[config.mk]
export PLATFORM = sky130hd
export DESIGN_NAME = differential_drive_odometry
export DESIGN_NICKNAME = d
export VERILOG_FILES = /design/src/hw/rtl/ddo_pkg.sv /design/src/hw/rtl/ddo_front.sv /design/src/hw/rtl/ddo_queue.sv /design/src/hw/rtl/ddo_back.sv /design/src/hw/rtl/differential_drive_odometry.sv
export SDC_FILE = /design/constraint.sdc
export NUM_CORES = 2
export LEC_CHECK = 0
export BUFFER_PORTS_ARGS = -buffer_cell sky130_fd_sc_hd__buf_2
export CORE_MARGIN = 5
export CORE_UTILIZATION = 63
export DETAILED_ROUTE_END_ITERATION = 7
export PLACE_DENSITY = 0.79
export SYNTH_ARGS = -nofsm -noshare
export SYNTH_HDL_FRONTEND = slang
export SYNTH_HIERARCHICAL = 1
export SYNTH_SLANG_ARGS = --single-unit
[constraint.sdc]
create_clock -name clk -period 11.8 [get_ports clk]
set_clock_uncertainty 0.15 [all_clocks]
set_input_delay 2.36 -clock clk [delete_from_list [all_inputs] [get_ports clk]]
set_output_delay 2.36 -clock clk [all_outputs]
set_load 0.01 [all_outputs]
[src/hw/rtl/ddo_pkg.sv]
// Shared types, register codes and the quarter-wave sine table for the odometry block.
// No dependencies; every other file in hw/rtl imports this package.
package ddo_pkg;

    localparam int SINE_TABLE_ENTRIES = 256;
    localparam int SINE_AW = $clog2(SINE_TABLE_ENTRIES);
    localparam int SINE_IW = $clog2(SINE_TABLE_ENTRIES + 1);

    localparam logic [63:0] HALF_PI_Q30  = 64'd1686629713;
    localparam logic [63:0] Q30_ONE_HALF = 64'd536870912;

    localparam int GAIN_W  = 24;
    localparam int LIMIT_W = 16;
    localparam int CFG_IW  = 2;

    localparam logic [CFG_IW-1:0] REG_LIN_GAIN     = 2'd0;
    localparam logic [CFG_IW-1:0] REG_TURN_GAIN    = 2'd1;
    localparam logic [CFG_IW-1:0] REG_GLITCH_LIMIT = 2'd2;

    localparam logic [GAIN_W-1:0]  LIN_GAIN_RST     = 24'd3170;
    localparam logic [GAIN_W-1:0]  TURN_GAIN_RST    = 24'd43030;
    localparam logic [LIMIT_W-1:0] GLITCH_LIMIT_RST = 16'd150;

    // |delta| <= 65535 on a beat not flagged as a glitch, so sum and difference fit 18 bits
    localparam int SUM_W  = 18;
    localparam int DIST_W = 27;
    localparam int MUL_AW = 27;
    localparam int MUL_BW = 18;
    localparam int PROD_W = MUL_AW + MUL_BW;
    localparam int STEP_W = PROD_W - 16;

    localparam int QUEUE_DEPTH = 2;
    localparam int QUEUE_AW    = $clog2(QUEUE_DEPTH);

    typedef struct packed {
        logic signed [31:0] left_count;
        logic signed [31:0] right_count;
    } ddo_in_t;

    typedef struct packed {
        logic signed [31:0] pos_x;
        logic signed [31:0] pos_y;
        logic [15:0]        heading;
        logic signed [31:0] step_distance;
        logic signed [15:0] step_turn;
        logic               glitch;
    } ddo_out_t;

    typedef struct packed {
        logic              glitch;
        logic signed [SUM_W-1:0] sum;
        logic signed [SUM_W-1:0] diff;
    } ddo_op_t;

    typedef logic [SINE_TABLE_ENTRIES-1:0][15:0] sine_rom_t;

    function automatic logic [15:0] quarter_sine(input int unsigned i);
        logic [63:0]        a;
        logic [63:0]        a2;
        logic [63:0]        term;
        logic [63:0]        v;
        logic signed [63:0] s;
        a = (HALF_PI_Q30 * 64'(i)) / 64'(SINE_TABLE_ENTRIES);
        a2 = (a * a) >> 30;
        term = a;
        s = signed'(a);
        for (int k = 1; k <= 10; k++)
        begin
            term = ((term * a2) >> 30) / 64'((2 * k) * (2 * k + 1));
            if ((k & 1) != 0)
                s = s - signed'(term);
            else
                s = s + signed'(term);
        end
        if (s < 0)
            s = 64'sd0;
        v = (unsigned'(s) * 64'd65536 + Q30_ONE_HALF) >> 30;
        return (v > 64'd65535) ? 16'hFFFF : v[15:0];
    endfunction

    function automatic sine_rom_t build_sine_rom();
        sine_rom_t rom;
        for (int i = 0; i < SINE_TABLE_ENTRIES; i++)
        begin
            rom[i] = quarter_sine(i);
        end
        return rom;
    endfunction

    localparam sine_rom_t SINE_ROM = build_sine_rom();

    // signed sine of a binary angle, scale 2^16
    function automatic logic signed [16:0] sine_of(input logic [15:0] ang);
        logic [14:0]        p;
        logic [31:0]        scaled;
        logic [SINE_IW-1:0] idx;
        logic [15:0]        v;
        p = {1'b0, ang[13:0]};
        if (ang[14])
            p = 15'd16384 - p;
        scaled = (32'(p) * 32'(SINE_TABLE_ENTRIES)) >> 14;
        idx = scaled[SINE_IW-1:0];
        if (idx >= SINE_IW'(SINE_TABLE_ENTRIES))
            v = 16'hFFFF;
        else
            v = SINE_ROM[idx[SINE_AW-1:0]];
        return ang[15] ? -signed'({1'b0, v}) : signed'({1'b0, v});
    endfunction

endpackage

[src/hw/rtl/ddo_front.sv]
// Front end: takes encoder beats, forms count deltas, flags glitches.
// Depends on ddo_pkg.
module ddo_front (
    input  logic                  clk,
    input  logic                  rst_n,
    input  logic                  in_valid,
    output logic                  in_ready,
    input  ddo_pkg::ddo_in_t      in_data,
    input  logic [ddo_pkg::LIMIT_W-1:0] glitch_limit,
    output logic                  push_valid,
    input  logic                  push_ready,
    output ddo_pkg::ddo_op_t      push_data
);
    import ddo_pkg::*;

    logic signed [31:0] last_left_reg;
    logic signed [31:0] last_right_reg;
    logic signed [32:0] dl;
    logic signed [32:0] dr;
    logic [32:0]        mag_l;
    logic [32:0]        mag_r;
    logic signed [33:0] sum;
    logic signed [33:0] diff;
    logic               accept;

    assign in_ready   = push_ready;
    assign push_valid = in_valid;
    assign accept     = in_valid && push_ready;

    always_comb
    begin
        dl    = 33'(in_data.left_count) - 33'(last_left_reg);
        dr    = 33'(in_data.right_count) - 33'(last_right_reg);
        mag_l = dl[32] ? unsigned'(-dl) : unsigned'(dl);
        mag_r = dr[32] ? unsigned'(-dr) : unsigned'(dr);
        sum   = 34'(dl) + 34'(dr);
        diff  = 34'(dr) - 34'(dl);
        push_data.glitch = (mag_l > 33'(glitch_limit)) || (mag_r > 33'(glitch_limit));
        push_data.sum    = sum[SUM_W-1:0];
        push_data.diff   = diff[SUM_W-1:0];
    end

    always_ff @(posedge clk or negedge rst_n)
    begin
        if (!rst_n)
        begin
            last_left_reg  <= '0;
            last_right_reg <= '0;
        end
        else if (accept)
        begin
            last_left_reg  <= in_data.left_count;
            last_right_reg <= in_data.right_count;
        end
    end

endmodule

[src/hw/rtl/ddo_queue.sv]
// Two-entry queue between the front end and the pose engine.
// Depends on ddo_pkg.
module ddo_queue (
    input  logic             clk,
    input  logic             rst_n,
    input  logic             push_valid,
    output logic             push_ready,
    input  ddo_pkg::ddo_op_t push_data,
    output logic             pop_valid,
    input  logic             pop_ready,
    output ddo_pkg::ddo_op_t pop_data
);
    import ddo_pkg::*;

    ddo_op_t             entry_reg [QUEUE_DEPTH];
    logic [QUEUE_AW-1:0] wr_ptr_reg;
    logic [QUEUE_AW-1:0] rd_ptr_reg;
    logic [QUEUE_AW:0]   count_reg;
    logic                do_push;
    logic                do_pop;

    assign push_ready = (count_reg != (QUEUE_AW+1)'(QUEUE_DEPTH));
    assign pop_valid  = (count_reg != '0);
    assign pop_data   = entry_reg[rd_ptr_reg];
    assign do_push    = push_valid && push_ready;
    assign do_pop     = pop_valid && pop_ready;

    always_ff @(posedge clk)
    begin
        if (do_push)
            entry_reg[wr_ptr_reg] <= push_data;
    end

    always_ff @(posedge clk or negedge rst_n)
    begin
        if (!rst_n)
        begin
            wr_ptr_reg <= '0;
            rd_ptr_reg <= '0;
            count_reg  <= '0;
        end
        else
        begin
            if (do_push)
                wr_ptr_reg <= (wr_ptr_reg == QUEUE_AW'(QUEUE_DEPTH - 1)) ? '0 : wr_ptr_reg + 1'b1;
            if (do_pop)
                rd_ptr_reg <= (rd_ptr_reg == QUEUE_AW'(QUEUE_DEPTH - 1)) ? '0 : rd_ptr_reg + 1'b1;
            if (do_push && !do_pop)
                count_reg <= count_reg + 1'b1;
            else if (do_pop && !do_push)
                count_reg <= count_reg - 1'b1;
        end
    end

endmodule

[src/hw/rtl/ddo_back.sv]
// Pose engine: one shared 27x18 multiplier sequenced over distance, turn, x and y.
// Holds heading and position; depends on ddo_pkg.
module ddo_back (
    input  logic                       clk,
    input  logic                       rst_n,
    input  logic                       pop_valid,
    output logic                       pop_ready,
    input  ddo_pkg::ddo_op_t           pop_data,
    input  logic [ddo_pkg::GAIN_W-1:0] lin_gain,
    input  logic [ddo_pkg::GAIN_W-1:0] turn_gain,
    output logic                       out_valid,
    input  logic                       out_ready,
    output ddo_pkg::ddo_out_t          out_data
);
    import ddo_pkg::*;

    localparam logic [3:0] S_IDLE = 4'd0;
    localparam logic [3:0] S_MD   = 4'd1;
    localparam logic [3:0] S_MT   = 4'd2;
    localparam logic [3:0] S_HD   = 4'd3;
    localparam logic [3:0] S_CS   = 4'd4;
    localparam logic [3:0] S_MX   = 4'd5;
    localparam logic [3:0] S_SN   = 4'd6;
    localparam logic [3:0] S_MY   = 4'd7;
    localparam logic [3:0] S_RY   = 4'd8;
    localparam logic [3:0] S_UY   = 4'd9;
    localparam logic [3:0] S_DONE = 4'd10;

    logic [3:0]               state_reg;
    logic [3:0]               state_next;
    logic signed [SUM_W-1:0]  sum_reg;
    logic signed [SUM_W-1:0]  diff_reg;
    logic                     glitch_reg;
    logic signed [DIST_W-1:0] dist_reg;
    logic [15:0]              turn_reg;
    logic [15:0]              head_reg;
    logic signed [31:0]       x_reg;
    logic signed [31:0]       y_reg;
    logic signed [16:0]       sv_reg;
    logic signed [STEP_W-1:0] step_reg;
    logic signed [PROD_W-1:0] prod_reg;
    logic signed [MUL_AW-1:0] mul_a;
    logic signed [MUL_BW-1:0] mul_b;
    logic signed [STEP_W-1:0] prod_rnd;
    logic                     out_valid_reg;
    ddo_out_t                 out_data_reg;
    logic                     out_free;

    // round to nearest, ties away from zero, drop 16 fraction bits
    function automatic logic signed [STEP_W-1:0] rnd16(input logic signed [PROD_W-1:0] v);
        logic [PROD_W-1:0] mag;
        logic [PROD_W-1:0] sh;
        logic [STEP_W-1:0] r;
        mag = v[PROD_W-1] ? unsigned'(-v) : unsigned'(v);
        sh  = (mag + PROD_W'(32768)) >> 16;
        r   = sh[STEP_W-1:0];
        return v[PROD_W-1] ? -signed'(r) : signed'(r);
    endfunction

    function automatic logic signed [31:0] sat_add(input logic signed [31:0] a,
                                                   input logic signed [STEP_W-1:0] b);
        logic signed [32:0] s;
        s = 33'(a) + 33'(b);
        if (s[32] != s[31])
            return s[32] ? 32'sh8000_0000 : 32'sh7FFF_FFFF;
        return s[31:0];
    endfunction

    assign out_valid = out_valid_reg;
    assign out_data  = out_data_reg;
    assign out_free  = !out_valid_reg || out_ready;
    assign pop_ready = (state_reg == S_IDLE);
    assign prod_rnd  = rnd16(prod_reg);

    always_comb
    begin
        unique case (state_reg)
            S_MD:
            begin
                mul_a = signed'({3'b000, lin_gain});
                mul_b = sum_reg;
            end
            S_MT:
            begin
                mul_a = signed'({3'b000, turn_gain});
                mul_b = diff_reg;
            end
            default:
            begin
                mul_a = dist_reg;
                mul_b = MUL_BW'(sv_reg);
            end
        endcase
    end

    always_comb
    begin
        state_next = state_reg;
        unique case (state_reg)
            S_IDLE:
            begin
                if (pop_valid)
                    state_next = pop_data.glitch ? S_DONE : S_MD;
            end
            S_MD:    state_next = S_MT;
            S_MT:    state_next = S_HD;
            S_HD:    state_next = S_CS;
            S_CS:    state_next = S_MX;
            S_MX:    state_next = S_SN;
            S_SN:    state_next = S_MY;
            S_MY:    state_next = S_RY;
            S_RY:    state_next = S_UY;
            S_UY:    state_next = S_DONE;
            S_DONE:
            begin
                if (out_free)
                    state_next = S_IDLE;
            end
            default: state_next = S_IDLE;
        endcase
    end

    always_ff @(posedge clk)
    begin
        if (state_reg == S_MD || state_reg == S_MT || state_reg == S_MX || state_reg == S_MY)
            prod_reg <= mul_a * mul_b;
        if (state_reg == S_IDLE && pop_valid)
        begin
            sum_reg    <= pop_data.sum;
            diff_reg   <= pop_data.diff;
            glitch_reg <= pop_data.glitch;
            dist_reg   <= '0;
            turn_reg   <= '0;
        end
        if (state_reg == S_MT)
            dist_reg <= DIST_W'(prod_rnd);
        if (state_reg == S_HD)
            turn_reg <= prod_rnd[15:0];
        if (state_reg == S_CS)
            sv_reg <= sine_of(head_reg + 16'd16384);
        if (state_reg == S_SN)
        begin
            sv_reg   <= sine_of(head_reg);
            step_reg <= prod_rnd;
        end
        if (state_reg == S_RY)
            step_reg <= prod_rnd;
        if (state_reg == S_DONE && out_free)
        begin
            out_data_reg.pos_x         <= x_reg;
            out_data_reg.pos_y         <= y_reg;
            out_data_reg.heading       <= head_reg;
            out_data_reg.step_distance <= 32'(dist_reg);
            out_data_reg.step_turn     <= signed'(turn_reg);
            out_data_reg.glitch        <= glitch_reg;
        end
    end

    always_ff @(posedge clk or negedge rst_n)
    begin
        if (!rst_n)
        begin
            state_reg     <= S_IDLE;
            head_reg      <= '0;
            x_reg         <= '0;
            y_reg         <= '0;
            out_valid_reg <= 1'b0;
        end
        else
        begin
            state_reg <= state_next;
            if (state_reg == S_HD)
                head_reg <= head_reg + prod_rnd[15:0];
            if (state_reg == S_MY)
                x_reg <= sat_add(x_reg, step_reg);
            if (state_reg == S_UY)
                y_reg <= sat_add(y_reg, step_reg);
            if (state_reg == S_DONE && out_free)
                out_valid_reg <= 1'b1;
            else if (out_ready)
                out_valid_reg <= 1'b0;
        end
    end

endmodule

[src/hw/rtl/differential_drive_odometry.sv]
// Differential-drive wheel odometry. An input beat carries the absolute left and right
// encoder counts and yields one result beat with the new pose and the step taken. The front
// end takes a beat whenever its two-entry queue has room; the pose engine then steps a moving
// sample through its states (its single 27x18 multiplier is used four times, for distance,
// turn, x and y), sends a rejected sample straight to its result state, and takes the next
// beat only when idle. Results sit in an output register; the engine waits only when that
// register is still full. No clearing pass follows reset: the sine table is constant logic.
// Configuration writes (lin_gain, turn_gain, glitch_limit) are taken in any cycle.
module differential_drive_odometry (
    input  logic                       clk,
    input  logic                       rst_n,
    input  logic                       in_valid,
    output logic                       in_ready,
    input  ddo_pkg::ddo_in_t           in_data,
    output logic                       out_valid,
    input  logic                       out_ready,
    output ddo_pkg::ddo_out_t          out_data,
    input  logic                       cfg_valid,
    output logic                       cfg_ready,
    input  logic [ddo_pkg::CFG_IW-1:0] cfg_index,
    input  logic [ddo_pkg::GAIN_W-1:0] cfg_data
);
    import ddo_pkg::*;

    logic [GAIN_W-1:0]  lin_gain_reg;
    logic [GAIN_W-1:0]  turn_gain_reg;
    logic [LIMIT_W-1:0] glitch_limit_reg;
    logic               push_valid;
    logic               push_ready;
    ddo_op_t            push_data;
    logic               pop_valid;
    logic               pop_ready;
    ddo_op_t            pop_data;

    assign cfg_ready = 1'b1;

    always_ff @(posedge clk or negedge rst_n)
    begin
        if (!rst_n)
        begin
            lin_gain_reg     <= LIN_GAIN_RST;
            turn_gain_reg    <= TURN_GAIN_RST;
            glitch_limit_reg <= GLITCH_LIMIT_RST;
        end
        else if (cfg_valid && cfg_ready)
        begin
            unique case (cfg_index)
                REG_LIN_GAIN:     lin_gain_reg     <= cfg_data;
                REG_TURN_GAIN:    turn_gain_reg    <= cfg_data;
                REG_GLITCH_LIMIT: glitch_limit_reg <= cfg_data[LIMIT_W-1:0];
                default:          ;
            endcase
        end
    end

    ddo_front u_front (
        .clk          (clk),
        .rst_n        (rst_n),
        .in_valid     (in_valid),
        .in_ready     (in_ready),
        .in_data      (in_data),
        .glitch_limit (glitch_limit_reg),
        .push_valid   (push_valid),
        .push_ready   (push_ready),
        .push_data    (push_data)
    );

    ddo_queue u_queue (
        .clk        (clk),
        .rst_n      (rst_n),
        .push_valid (push_valid),
        .push_ready (push_ready),
        .push_data  (push_data),
        .pop_valid  (pop_valid),
        .pop_ready  (pop_ready),
        .pop_data   (pop_data)
    );

    ddo_back u_back (
        .clk       (clk),
        .rst_n     (rst_n),
        .pop_valid (pop_valid),
        .pop_ready (pop_ready),
        .pop_data  (pop_data),
        .lin_gain  (lin_gain_reg),
        .turn_gain (turn_gain_reg),
        .out_valid (out_valid),
        .out_ready (out_ready),
        .out_data  (out_data)
    );

endmodule

# [After elaboration in Yosys (flattened, before gate mapping)]
# Memories as Yosys holds them, arrays and structs flattened.
# Cells that the tools add are included.
[word_totals] register_bits=512 latch_bits=0 ram_bits=74 mem_bits_ro=8192 input_bits=95 output_inout_bits=132 wordCells=149 mem_count=3
[mem_list] memory="(name not given)" words=256 word_bits=16 rd=1 rd_clocked_by_memory_dff=0 wr=0 line="ddo_pkg.sv:106" source="v = SINE_ROM[idx[SINE_AW-1:0]];"
[mem_list] memory="(name not given)" words=256 word_bits=16 rd=1 rd_clocked_by_memory_dff=0 wr=0 line="ddo_pkg.sv:106"
[mem_list] memory="u_queue.entry_reg" words=2 word_bits=37 rd=1 rd_clocked_by_memory_dff=0 wr=1 line="ddo_queue.sv:15" source="ddo_op_t entry_reg [QUEUE_DEPTH];"
[op_classes] addsub=21 multipliers=1 div_mod_pow=0 magnitude_cmp=6 n_eq_ne=17 shifts=0 n_mux=48 bitwise_logic=0 reduce_logical=26
[op_table] cell="$mux 32" n=6
[op_table] cell="$mux 16" n=8
[op_table] cell="$mux 29" n=3
[op_table] cell="$mux 17" n=4
[op_table] cell="$add 32x29->33" n=2
[op_table] cell="$gt 33x16->1" n=2
[op_table] cell="$mux 33" n=2
[op_table] cell="$neg 33->33" n=2
[op_table] cell="$sub 32x32->33" n=2
[op_table] cell="$mux 15" n=4
[op_table] cell="$mux 27" n=2
[op_table] cell="$pmux 27 s2" n=1
[op_table] cell="$add 45x16->45 const B" n=1
[op_table] cell="$mul 27x18->45" n=1
[op_table] cell="$mux 45" n=1
[op_table] cell="$neg 45->45" n=1
[op_table] cell="$pmux 4 s11" n=1
[op_table] cell="$pmux 18 s2" n=1
[op_table] cell="$neg 16->17" n=2
[op_table] cell="$sub 15x14->15 const A" n=2
[op_table] cell="$neg 29->29" n=1
[op_table] cell="$add 18x18->18" n=1
[op_table] cell="$ge 9x9->1 const B" n=2
[op_table] cell="$lt 8x9->1 const B" n=2
[op_table] cell="other kinds (25)" n=65

# [Logic depth before layout (Yosys ltp)]
[logic_depth] ltp_word=12 ltp_mapped=37 depth_no_buf=32

# [By module]
# The synthesis kept the hierarchy.
[modules_own_cells] mod="ddo_back" n_inst=1 cells_each=6125 area_per_inst_um2=50957.6 seq_area_each_um2=10985.5
[modules_own_cells] mod="ddo_front" n_inst=1 cells_each=1505 area_per_inst_um2=11443.5 seq_area_each_um2=1601.5
[modules_own_cells] mod="ddo_queue" n_inst=1 cells_each=133 area_per_inst_um2=2946.6 seq_area_each_um2=2322.2
[modules_own_cells] mod="differential_drive_odometry" n_inst=1 cells_each=138 area_per_inst_um2=2444.8 seq_area_each_um2=1620.3

# [Least setup slack after synthesis]
# No wires, ideal clock.
[synth_path] path_type="input to register" from="input out_ready" to="register u_back.out_data_reg, in the netlist u_back/out_data[0], enable pin" setup_time_ns=0.759 arrival_time_ns=10.782 required_ns=10.891 path_slack_ns=0.109 stages=2 path_cell_list="nor2b_1 -> nor3_1"
[synth_between] elab_chain_cells=2
[synth_rtl] item="from (decl)" line="differential_drive_odometry.sv:16" source="input logic out_ready,"
[synth_rtl] item="$logic_or 1x1->1" line="ddo_back.sv:71" source="assign out_free = !out_valid_reg || out_ready;"
[synth_rtl] item="$logic_and 1x1->1" line="ddo_back.sv:148" source="if (state_reg == S_DONE && out_free)"
[synth_rtl] item="to (decl)" line="ddo_back.sv:46" source="ddo_out_t out_data_reg;"
# No other way between the ends.
# A chain may end at the register's enable or synchronous reset.

# [Worst setup path after layout]
[layout_path] from="register u_back.state_reg[1]" to="register u_back.prod_reg[41], data pin"
[layout_between] elab_chain_cells=3
[layout_rtl] item="from (decl)" line="ddo_back.sv:29" source="logic [3:0] state_reg;"
[layout_rtl] item="from (signal assigned)" line="ddo_back.sv:171" source="state_reg <= state_next;"
[layout_rtl] item="$eq 4x2->1 / $eq 4x1->1 (equally long branches)" line="ddo_back.sv:77" source="unique case (state_reg)"
[layout_rtl] item="$pmux 27 s2 / $pmux 18 s2 (equally long branches)" line="ddo_back.sv:77"
[layout_rtl] item="$mul 27x18->45 (*)" line="ddo_back.sv:126" source="prod_reg <= mul_a * mul_b;"
[layout_rtl] item="to (signal assigned)" line="ddo_back.sv:126"
[layout_rtl] item="to (decl)" line="ddo_back.sv:41" source="logic signed [PROD_W-1:0] prod_reg;"
# Every way passes the cells marked *; elsewhere a longest branch is shown, timed or not.

==> results.cfg <==
[route]
remaining_drc_errors = 23
firstDrtPassIters = 8
wire_per_inst_um = 30.1
drtAntennaViolNets = 0
via_per_inst = 7.25
drt_iter0_drc = 11400
wirelength_um = 281000
via_count = 67600

[cts]
clock_tree.root_cell = clkbuf_16
ctsResizeCount = 0
cts_tree = built
clock_sinks = 586
clk_pin_slew_ns = 0.06
hold_buffers = 0
cts.path.max_buffers = 3
cts_setup_buffers = 0
htree_levels = 3
clock_latency_ns = 0.70
cts_made_buffers = 69

[floorplanning]
ioPinCount = 227
die_y_um = 338
fp.dieArea_sq_um = 114000
fp.coreArea_sq_um = 107000
row_count = 120
die_x_um = 338
initial_core_util = 0.634

[setup_path]
reg2reg_from = u_back/state_reg[1]
crit_path_frequent_cell = fa_1
rrSetupSlack_ns = 1.04
critical_path_class = reg -> reg
critical_path.max_fanout = 43
critPathMaxStageDelay_ns = 0.85
worstPathRequired_ns = 12.10
endpoint_kind = flop
cp-start-kind = flop
cp_slowest_cell = o311ai_0
rr_worst_depth = 27
arrival_ns = 11.06
worstReg2RegEnd = u_back/prod_reg[41]

[yosys]
syn-cell-area_sq_um = 67800
yosysUniqueCellTypes = 138
synth_enable_flop_cells = 369
ys_seq_area_frac = 0.244
syn-num-nets = 8839
synthArstFlopShare = 0.370
ys_warn_count = 6
yosys_most_used_dff = edfxtp_1
synth_seq_cells = 586
avgSynthCellArea_sq_um = 8.58
syn_inst = 7901

[sta]
tns_ns = 0
hold_violations = 0
rsz0062_at_grt = no
worst_slack_ns = 1.04
setup_violations = 0
finalWorstPathRequiredPeriod_ns = 10.76
worst_pin_slew_ns = 1.50
slew-limit-headroom = -0.00487
finalMaxSlewViolations = 1
fin_crit_sh = 0.912
max_freq_mhz = 92.9

[run_status]
status = finished with violations
violations = design-rule violations, max-capacitance violations, max-slew violations

[min_path]
hold_path_class = reg -> reg
min-delay-start = u_back/turn_reg[15]
hold_depth = 0
hold_end = u_back/out_data[16]

[grt]
grtUsageTotal = 0.479
grt_pass1_vias = 65800
grt_antenna_before_repair = 22
grt_overflow = 0
grt_max_degree = 93
grt_pass1_wl_um = 416000

[layout]
fin_cells = 9330
largest_reg_flops = 124
drive_above_1_share = 0.113
nNetsFinal = 8800
final_util = 0.676
syn_to_final_growth_pct = 6.66

[placement]
gp_congestion = 1.10
place_ws_ns = 1.45
placement.io_buffers = 225
dp_hpwl_um = 203000
placedCellCount = 9194

[flow_run]
maxCapViolCount = 1
## per-stage QoR
| step | hold WS (ns) | cell area [sq um] |
|---|---|---|
| 2_1_floorplan | 0.250 | 67800 |
| 3_3_place_gp | 0.254 | 69900 |
| 3_5_place_dp | 0.255 | 69900 |
| 4_1_cts | 0.250 | 72300 |
| 5_1_grt | 0.272 | 72300 |
| 6_report | 0.256 | 72300 |
## logic make-up after synthesis
kind of cell,Yosys count,share of synthesized area
simple gates,2495,0.175
mux,228,0.0381
flops,586,0.244
buf+inv,1312,0.0783
compound gates,2123,0.215
xor+xnor,311,0.0410
fa+ha+maj,845,0.209
other cells,1,0.0000553
## area by class of cell
class / count / area, sq um
flip-flops and latches: 586 / 16500
inverters: 815 / 3060
fillers: 8123 / 34600
multi-input cells: 6003 / 46200
diodes: 8 / 20.0
clock inverters: 42 / 561
well taps: 1403 / 1760
clock buffers: 86 / 1850
repair buffers: 387 / 2350
## critical path, delay by kind of cell, from the launching register on
family,cells,cell delay (ns)
DFF,1,0.59
adders and majority gates,7,3.56
AOI/OAI and AO/OA,9,3.26
and+or+nand+nor,7,2.06
buffers and inverters,4,0.90
## synthesized netlist by cell type (29+ instances only)
cell type,count,area share
a22oi_1,69,0.0076
nand2b_1,80,0.0074
mux2_2,157,0.026
o2111ai_1,39,0.0050
nor4_1,49,0.0045
o211ai_1,91,0.010
and2_1,85,0.0078
dfrtp_1,202,0.075
a211oi_1,94,0.010
a311oi_1,30,0.0039
buf_4,29,0.0032
a21o_1,122,0.014
buf_1,31,0.0017
or3_1,50,0.0046
mux2i_1,50,0.0074
o311ai_0,31,0.0040
nand3_1,165,0.012
xnor2_1,231,0.030
nor3_1,148,0.011
nor2b_1,63,0.0058
o31ai_1,67,0.0074
and3_1,49,0.0045
a21oi_1,483,0.036
buf_2,100,0.0074
nor2_1,680,0.038
nand2_1,849,0.047
o21ai_0,404,0.030
inv_1,807,0.045
o22ai_1,48,0.0044
fa_1,480,0.14
o21bai_1,39,0.0043
xor2_1,76,0.0098
o21a_1,59,0.0065
o221ai_1,33,0.0043
clkbuf_1,317,0.018
a221oi_1,36,0.0047
or2_2,39,0.0036
edfxtp_1,369,0.16
ha_1,363,0.067
nand4_1,74,0.0068
a31oi_1,83,0.0077
## worst max-delay path by stage
stage                             start                  end
floorplan                     out_ready   u_back/out_data[0]
global placement    u_back/state_reg[1]  u_back/prod_reg[41]
detailed placement  u_back/state_reg[1]  u_back/prod_reg[41]
CTS                 u_back/state_reg[1]  u_back/prod_reg[41]
global route        u_back/state_reg[1]  u_back/prod_reg[41]
finish              u_back/state_reg[1]  u_back/prod_reg[41]
## routing by layer
layer	wire [um]	GRT usage	part of all wire	vias to the layer above
met4	26600	0.340	0.095	18
met2	117000	0.707	0.42	5907
met1	98200	0.596	0.35	32100
met5	125	0	0.00045	-
met3	38300	0.151	0.14	1699
li1	-	-	-	27900
## layout by cell type (no fill, tap or decap), types with 49 or more instances in the layout
master,Yosys,routed
and2_1,85,85
nand4_1,74,74
o21ai_0,404,402
nor2b_1,63,62
buf_2,100,224
xnor2_1,231,227
nor2_1,680,672
mux2_2,157,157
edfxtp_1,369,369
inv_1,807,807
nand2_1,849,847
buf_4,29,162
a211oi_1,94,94
nand3_1,165,164
fa_1,480,480
a31oi_1,83,81
or3_1,50,50
nor3_1,148,145
a21o_1,122,122
clkbuf_16,0,71
o21a_1,59,59
nand2b_1,80,80
o31ai_1,67,66
dfrtp_1,202,198
a22oi_1,69,69
o211ai_1,91,91
and3_1,49,49
a21oi_1,483,482
xor2_1,76,76
ha_1,363,361
Power is not shown: default switching activity piles up to over one toggle a cycle in this logic, so the estimate is an artifact.
